==> src/sv/avgd_pkg.sv <==
// ----------------------------------------------------------------------------
// avgd_pkg
// Shared types and constants of the adaptive voxel grid downsampler.
// ----------------------------------------------------------------------------
package avgd_pkg;

  localparam int COORD_BITS      = 24;
  localparam int SUM_W           = 56;
  localparam int ISUM_W          = 48;
  localparam int CNT_W           = 32;
  localparam int INT_W           = 16;
  localparam int SLOT_W          = 12;
  localparam int OCC_W           = 13;
  localparam int LVL_W           = 5;
  localparam int BASE_W          = 16;
  localparam int MAXC_W          = 12;
  localparam int OP_W            = 2;
  localparam int CFG_IDX_W       = 1;
  localparam int CFG_DATA_W      = 16;
  localparam int TABLE_CELLS_DEF = 4096;

  localparam logic [LVL_W-1:0]     MAX_LEVEL      = 5'd31;
  localparam logic [BASE_W-1:0]    BASE_VOXEL_RST = 16'd100;
  localparam logic [MAXC_W-1:0]    MAX_CELLS_RST  = 12'd4000;

  localparam logic [OP_W-1:0]      OP_ADD   = 2'd0;
  localparam logic [OP_W-1:0]      OP_READ  = 2'd1;
  localparam logic [OP_W-1:0]      OP_CLEAR = 2'd2;

  localparam logic [CFG_IDX_W-1:0] CFG_BASE_VOXEL = 1'd0;
  localparam logic [CFG_IDX_W-1:0] CFG_MAX_CELLS  = 1'd1;

  typedef struct packed {
    logic        [OP_W-1:0]       op;
    logic signed [COORD_BITS-1:0] px;
    logic signed [COORD_BITS-1:0] py;
    logic signed [COORD_BITS-1:0] pz;
    logic        [INT_W-1:0]      intensity;
    logic        [SLOT_W-1:0]     slot;
  } avgd_in_t;

  typedef struct packed {
    logic        [OCC_W-1:0]      occupied;
    logic        [LVL_W-1:0]      level;
    logic                         cell_valid;
    logic signed [COORD_BITS-1:0] mean_x;
    logic signed [COORD_BITS-1:0] mean_y;
    logic signed [COORD_BITS-1:0] mean_z;
    logic        [INT_W-1:0]      mean_intensity;
  } avgd_out_t;

  typedef struct packed {
    logic signed [COORD_BITS-1:0] key_x;
    logic signed [COORD_BITS-1:0] key_y;
    logic signed [COORD_BITS-1:0] key_z;
    logic signed [SUM_W-1:0]      sum_x;
    logic signed [SUM_W-1:0]      sum_y;
    logic signed [SUM_W-1:0]      sum_z;
    logic        [ISUM_W-1:0]     sum_i;
    logic        [CNT_W-1:0]      cnt;
  } avgd_entry_t;

endpackage

==> src/sv/avgd_div.sv <==
// ----------------------------------------------------------------------------
// avgd_div
// Shared floor divider: signed dividend over unsigned nonzero divisor, one
// quotient bit per cycle, then a sign fix step.
// ----------------------------------------------------------------------------
module avgd_div #(
  parameter int DW = avgd_pkg::SUM_W,
  parameter int NW = avgd_pkg::CNT_W
) (
  input  logic                 clk,
  input  logic                 rst_n,
  input  logic                 go,
  input  logic signed [DW-1:0] dividend,
  input  logic        [NW-1:0] divisor,
  output logic                 done,
  output logic signed [DW-1:0] quotient
);
  import avgd_pkg::*;

  localparam int CTW = $clog2(DW);

  typedef enum logic [1:0] {D_IDLE, D_RUN, D_FIX} dstate_t;

  dstate_t          st_r;
  logic [CTW-1:0]   cnt_r;
  logic [DW-1:0]    dvd_r;
  logic [DW-1:0]    quo_r;
  logic [NW-1:0]    rem_r;
  logic [NW-1:0]    dsr_r;
  logic             neg_r;
  logic             done_r;
  logic [DW-1:0]    q_r;
  logic [NW:0]      trial;
  logic             fit;

  assign trial    = {rem_r, dvd_r[DW-1]};
  assign fit      = trial >= {1'b0, dsr_r};
  assign done     = done_r;
  assign quotient = q_r;

  always_ff @(posedge clk) begin
    if (!rst_n) begin
      st_r   <= D_IDLE;
      done_r <= 1'b0;
    end else begin
      done_r <= 1'b0;
      case (st_r)
        D_IDLE: begin
          if (go) begin
            neg_r <= dividend[DW-1];
            dvd_r <= dividend[DW-1] ? (~dividend + 1'b1) : dividend;
            dsr_r <= divisor;
            rem_r <= '0;
            quo_r <= '0;
            cnt_r <= CTW'(DW - 1);
            st_r  <= D_RUN;
          end
        end
        D_RUN: begin
          rem_r <= fit ? NW'(trial - {1'b0, dsr_r}) : NW'(trial);
          quo_r <= {quo_r[DW-2:0], fit};
          dvd_r <= {dvd_r[DW-2:0], 1'b0};
          cnt_r <= cnt_r - 1'b1;
          if (cnt_r == '0) begin
            st_r <= D_FIX;
          end
        end
        D_FIX: begin
          if (!neg_r) begin
            q_r <= quo_r;
          end else if (rem_r != '0) begin
            q_r <= ~quo_r;
          end else begin
            q_r <= ~quo_r + 1'b1;
          end
          done_r <= 1'b1;
          st_r   <= D_IDLE;
        end
        default: st_r <= D_IDLE;
      endcase
    end
  end

endmodule

==> config.mk <==
export PLATFORM = sky130hd
export DESIGN_NAME = avgd_div
export DESIGN_NICKNAME = d
export VERILOG_FILES = /design/src/sv/avgd_pkg.sv /design/src/sv/avgd_div.sv
export SDC_FILE = /design/constraint.sdc
export NUM_CORES = 1
export LEC_CHECK = 0
export ABC_AREA = 1
export BUFFER_PORTS_ARGS = -buffer_cell sky130_fd_sc_hd__buf_2
export CAP_MARGIN = 20
export CORE_MARGIN = 10
export CORE_UTILIZATION = 40
export CTS_BUF_LIST = sky130_fd_sc_hd__clkbuf_4
export DETAILED_ROUTE_END_ITERATION = 6
export PLACE_DENSITY = 0.57
export SYNTH_ARGS = -nofsm -noshare
export SYNTH_HDL_FRONTEND = slang
export SYNTH_SLANG_ARGS = --single-unit
==> constraint.sdc <==
create_clock -name clk -period 11.5 [get_ports clk]
set_input_delay 2.3 -clock clk [delete_from_list [all_inputs] [get_ports clk]]
set_output_delay 2.3 -clock clk [all_outputs]
set_load 0.05 [all_outputs]
# ---- Yosys cells after proc, flatten, opt, wreduce, memory -nomap -nowiden
# Index checks and enable logic that the tools add are counted.
dict set report totals {
  register_bits 242
  inputBits 91
  elab_cells 44
}
dict set report classes {
  n_mux 16
  reduce_logical 8
  order_cmp 1
  n_bitwise 2
  n_addsub 4
  n_eq_ne 4
}
# operator count
set op_table {}
lappend op_table {{2-to-1 mux 56 bit} 5}
lappend op_table {{case mux 56 bit (2 select lines)} 2}
lappend op_table {{adder 56 x 1 -> 56 bit, second input constant} 2}
lappend op_table {{NOT 56 bit} 2}
lappend op_table {{2-to-1 mux 32 bit} 2}
lappend op_table {{case mux 32 bit (2 select lines)} 1}
lappend op_table {{>= comparator 33 x 32 -> 1 bit} 1}
lappend op_table {{nonzero test 32 bit} 1}
lappend op_table {{subtractor 32 bit} 1}
lappend op_table {{case mux 6 bit (2 select lines)} 1}
lappend op_table {{zero test 6 bit} 1}
lappend op_table {{2-to-1 mux 6 bit} 1}
lappend op_table {{AND reduction 3 bit} 2}
lappend op_table {{subtractor 6 x 1 -> 6 bit, second input constant} 1}
lappend op_table {{2-to-1 mux 2 bit} 2}
lappend op_table {{!= test 2 bit, second input constant} 2}
lappend op_table {{case mux 2 bit (2 select lines)} 1}
lappend op_table {{AND reduction 2 bit} 2}
lappend op_table {{== test 2 x 1 -> 1 bit, second input constant} 1}
lappend op_table {{== test 2 bit, second input constant} 1}
lappend op_table {{zero test 2 bit} 1}
lappend op_table {{nonzero test 2 bit} 1}
lappend op_table {{2-to-1 mux 1 bit} 1}

# ---- Depth between registers and ports, before layout
dict set report logic_depth {
  ltp_word 5
  depth_mapped 16
  mapped_depth_nobuf 16
}

# ---- Worst setup path before layout
# OpenSTA, ideal clock, no wires.
dict set report synth_path {
  kind {input-to-reg}
  start {input port rst_n}
  end {register cnt_r[0] (enable)}
  setup_time_ns 0.710
  required_ns 10.790
  arrival_time_ns 9.619
  stages 2
  slack_ns 1.171
  cell_sequence {inv_1 -> a21oi_1}
}
dict set report synth_via {
  elab_chain_len 1
}
# element line_no
set synth_rtl {}
lappend synth_rtl {{from (decl)} avgd_div.sv:11} ;# input logic rst_n,
lappend synth_rtl {{AND reduction 3 bit (no source line)} -}
lappend synth_rtl {{to (signal assigned)} avgd_div.sv:55} ;# cnt_r <= CTW'(DW - 1);
lappend synth_rtl {{to (signal assigned)} avgd_div.sv:63} ;# cnt_r <= cnt_r - 1'b1;
lappend synth_rtl {{to (decl)} avgd_div.sv:25} ;# logic [CTW-1:0] cnt_r;
# No other way between the ends.
# A chain may end at the register's enable or synchronous reset.

# ---- Worst setup path after layout
dict set report layout_path {
  start {input port dividend[55]}
  end {register dvd_r[11] (data pin)}
}
dict set report layout_via {
  elab_chain_len 3
}
# element line_no
set layout_rtl {}
lappend layout_rtl {{from (decl)} avgd_div.sv:13} ;# input logic signed [DW-1:0] dividend,
lappend layout_rtl {{2-to-1 mux 56 bit} avgd_div.sv:51} ;# dvd_r <= dividend[DW-1] ? (~dividend + 1'b1) : dividend;
lappend layout_rtl {{2-to-1 mux 56 bit} avgd_div.sv:49} ;# if (go) begin
lappend layout_rtl {{case mux 56 bit (2 select lines)} avgd_div.sv:47} ;# case (st_r)
lappend layout_rtl {{to (signal assigned)} avgd_div.sv:51}
lappend layout_rtl {{to (signal assigned)} avgd_div.sv:62} ;# dvd_r <= {dvd_r[DW-2:0], 1'b0};
lappend layout_rtl {{to (decl)} avgd_div.sv:26} ;# logic [DW-1:0] dvd_r;
# No other way between the ends. The select of a mux whose other input is x is not followed.

==> impl_summary.log <==
[metrics] Vias: 14200
[metrics] Seq cells post-synth: approximately 240
[metrics] Synth Area in Adders: 2.86%
[metrics] CTS root buf: sky130_fd_sc_hd__clkbuf_4
[metrics] Reg-to-Reg End: quotient[4]
[metrics] proportion of synthesized chip area in sequential cells: 45.2%
[metrics] routed wl met2: roughly 20000 um
[metrics] Peak supply drop: around 0.000061 V
[metrics] Num Clock Sinks: 242
[metrics] cell accounting for the most synthesized area: sky130_fd_sc_hd__edfxtp_1
[metrics] dominant combinational cell family by area after synthesis: simple AND/OR/NAND/NOR gates
[metrics] ANT nets after route: 0
[metrics] Synth Area in Simple Gates: 35.9%
[metrics] synthesized net count: 2320
[metrics] post-route clock skew: 0.0689 ns
[metrics] netlist area before placement: 16000 um2
[metrics] setup-violating endpoint count in the final report: 0
[metrics] die width: ~220 um
[metrics] number of port buffers: 147
[metrics] Final Hold Violating Endpoints: 0
[metrics] worst reg2reg path startpoint: rem_r[24]
[metrics] total of warnings raised by yosys: 0
[metrics] flop-to-flop setup slack: 8.61 ns
[metrics] number of detailed-routing iterations run before antenna repair: 5
[metrics] half-perimeter wire length after detailed placement: 34500 um
[metrics] CTS clock-pin slew for the worst setup and hold paths: 0.06 ns
[metrics] most used flip-flop cell after synthesis: sky130_fd_sc_hd__edfxtp_1
[metrics] wire length after detailed routing: 45800 um
[metrics] core region area: 39600 um2
[metrics] maximum level of the CTS H-tree: 3
[metrics] share of the synthesized area in the top cell type: 44.8%
[metrics] sequential cell area: 7240 um2
[metrics] end of the critical path: dvd_r[11]
[metrics] Post-synth EDFFs: around 240
[metrics] most common cell in the netlist: sky130_fd_sc_hd__nand2_1
[metrics] synth-to-layout area growth: 13.9%
[metrics] GRT Total Usage: a little under a fifth
[metrics] cells resized by post-CTS repair: 0
[metrics] initial DRC count: 1035
[metrics] type of the worst setup path: primary input to register
[metrics] CP arrival: between 4 and 5 ns
[metrics] Critical Path Start: dividend[55]
[metrics] Worst Path Required: 11.92 ns
[metrics] TritonCTS clock tree: yes
[metrics] setup repair after global routing missed its margin: no
[metrics] remaining global-route overflow: 0
[metrics] worst-skew pair later-pin latency: 0.77 ns
[metrics] number of distinct standard cells referenced by the synthesized netlist: 44
[metrics] fillers: 4192
[metrics] maximum number of pins on one net before global-route repair: 96
[metrics] NumNets Final: 2499
[metrics] Post-Synth XOR/XNOR Area: 3.77%
[metrics] Hold WS: 0.480 ns
[metrics] number of vias per cell: just under 5
[metrics] Wirelength per Cell: 15.5 um
[metrics] P per Cell Area: 127 nW/um2
[metrics] top area cells in the synthesized netlist: sky130_fd_sc_hd__edfxtp_1 (45%), sky130_fd_sc_hd__nand2_1 (18%), sky130_fd_sc_hd__nor2_1 (8.2%)
[metrics] hold crit path type: register to register
[metrics] DRC violations left: 0
[metrics] actual slew at the worst max-slew pin: 1.13 ns
[metrics] startpoint types: primary input
[metrics] Vert. Die Dim: 220 um
[metrics] maximum clock path buffer count: 3
[metrics] multiplexer area fraction after synthesis: 0%
[metrics] Total Die Area: 48400 um2
[metrics] effective utilization at floorplan: 40.4%
[metrics] status: finished, final reports clean
[metrics] total CTS buffers: 69
[metrics] Max Cap Violations: 0
[metrics] Rel. slew slack: 24.4%
[metrics] Avg Inst Size Synth: 7.30 um2
[metrics] share of the clock period used by the worst path after layout: 34.4%
[metrics] area fraction in compound gates after synthesis: 3.24%
[metrics] time the worst path needs with I/O delays and setup: roughly 4.0 ns
[metrics] post-synthesis cell count: 2193
[metrics] IO Pins: 148
[metrics] cell depth of the worst flop-to-flop path: 8
[metrics] nature of the critical path endpoint: register
[metrics] crit-path max FO: 54
[metrics] leakage dissipation: 0.00850 uW
[metrics] number of antenna violations at the first check in global routing: 2
[metrics] setup repair bufs after CTS: 0
[metrics] Top Metal Used: met4
[metrics] wire length of the first global-routing pass: about 73000 um
[metrics] top cells by count, synth: sky130_fd_sc_hd__nand2_1 (764), sky130_fd_sc_hd__nor2_1 (349), sky130_fd_sc_hd__inv_1 (311), sky130_fd_sc_hd__edfxtp_1 (239), sky130_fd_sc_hd__nand3_1 (167)
[metrics] hold-fix buffer count after cts: 0
[metrics] start point of the worst hold path: st_r[0]
[metrics] Total Negative Setup Slacks: 0 ns
[metrics] wire length on met1: 21700 um
[metrics] FFs w/ async S/R, synth: 0%
[metrics] number of max-slew violations in the final report: 0
[metrics] detailed route wirelength on metal3: 3200 um
[metrics] multi-input logic area: 7360 um2
[metrics] via count of the first global-routing pass: 13900
[metrics] Placer Congestion: about 0.94
[metrics] Highest Clock Rate: 0.253 GHz
[metrics] number of rows in the core area: 73
[metrics] ratio of cells with drive above 1 in the final layout: 13.7%
==> layout make-up <==
| type | instances | area share, % |
|---|---|---|
| Multi-Input combinational cell | 1580 | 40.3 |
| Sequential cell | 242 | 39.7 |
| Inverter | 323 | 6.64 |
| Timing Repair Buffer | 156 | 4.62 |
| Clock buffer | 101 | 4.16 |
| Tap cell | 525 | 3.60 |
| Clock inverter | 20 | 0.933 |
| Antenna cell | 3 | 0.0411 |
==> cells in the final DEF (no fill, tap or decap), types with 4 or more instances in the layout <==
| cell | instances |
|---|---|
| sky130_fd_sc_hd__nand3b_1 | 8 |
| sky130_fd_sc_hd__clkinv_1 | 13 |
| sky130_fd_sc_hd__nor2_2 | 10 |
| sky130_fd_sc_hd__nand2_1 | 764 |
| sky130_fd_sc_hd__buf_2 | 147 |
| sky130_fd_sc_hd__nand3_1 | 167 |
| sky130_fd_sc_hd__nand2_2 | 9 |
| sky130_fd_sc_hd__inv_2 | 11 |
| sky130_fd_sc_hd__xnor2_1 | 17 |
| sky130_fd_sc_hd__o21ai_0 | 45 |
| sky130_fd_sc_hd__a21oi_1 | 22 |
| sky130_fd_sc_hd__ha_1 | 35 |
| sky130_fd_sc_hd__o21ai_1 | 6 |
| sky130_fd_sc_hd__nor2_4 | 10 |
| sky130_fd_sc_hd__or2_2 | 4 |
| sky130_fd_sc_hd__a31oi_1 | 7 |
| sky130_fd_sc_hd__clkbuf_4 | 101 |
| sky130_fd_sc_hd__inv_1 | 310 |
| sky130_fd_sc_hd__nor2_1 | 348 |
| sky130_fd_sc_hd__o21ai_2 | 6 |
| sky130_fd_sc_hd__and2_1 | 4 |
| sky130_fd_sc_hd__nand4_1 | 22 |
| sky130_fd_sc_hd__xor2_1 | 52 |
| sky130_fd_sc_hd__buf_4 | 7 |
| sky130_fd_sc_hd__nand3_2 | 6 |
| sky130_fd_sc_hd__edfxtp_1 | 239 |
| sky130_fd_sc_hd__nor3_1 | 17 |
==> flip-flops by register name (all words and copies together) (netlist names), 2 cells and up <==
signal / cells
st_r: 2
rem_r: 32
quotient: 56
dsr_r: 32
quo_r: 56
cnt_r: 6
dvd_r: 56
==> report_power, final <==
group	total (uW)	internal (uW)	switching, uW
clock network	860	471	390
registers	1060	1030	25.7
logic	392	124	268
==> worst max-delay path: stages <==
cell and delay [ns]:
sky130_fd_sc_hd__buf_2 0.07, sky130_fd_sc_hd__buf_4 0.45, sky130_fd_sc_hd__clkinv_1 0.84, sky130_fd_sc_hd__a31oi_1 0.44, sky130_fd_sc_hd__xnor2_1 0.15, sky130_fd_sc_hd__o21ai_0 0.09
==> worst min-delay path by stage <==
stage / cells past startpoint / slack (ns) / endpoint
after floorplan: 1 / 0.42 / done
after global routing: 1 / 0.48 / done
after detailed placement: 1 / 0.49 / done
after global placement: 1 / 0.48 / done
after CTS: 1 / 0.47 / done
final: 1 / 0.48 / done
==> kinds of logic after synthesis <==
logic type               count (synthesis)
adder cells (fa/ha/maj)                 36
AO/OA/AOI/OAI                           94
buffers and inverters                  371
XOR/XNOR                                69
flip-flops                             242
AND/OR/NAND/NOR                       1381
==> metal layers <==
layer  global-route usage, %  vias up
li1                        -     7309
met1                    26.1     6467
met2                    29.5      405
met3                    4.47       60
met4                    5.16        0
met5                       0        -
==> per-stage QoR <==
stage	utilization [%]	std cells	power (uW)	instance area, um2	setup slack [ns]
finish	46.0	2950	2310	18200	7.55
global route	46.0	2950	2450	18200	7.36
CTS	45.9	2945	2340	18200	7.57
detailed placement	43.5	2824	1470	17300	6.79
global placement	43.5	2824	1470	17300	6.83
floorplan	-	2193	1360	16000	1.17
Power figures use the tool's default switching activity.
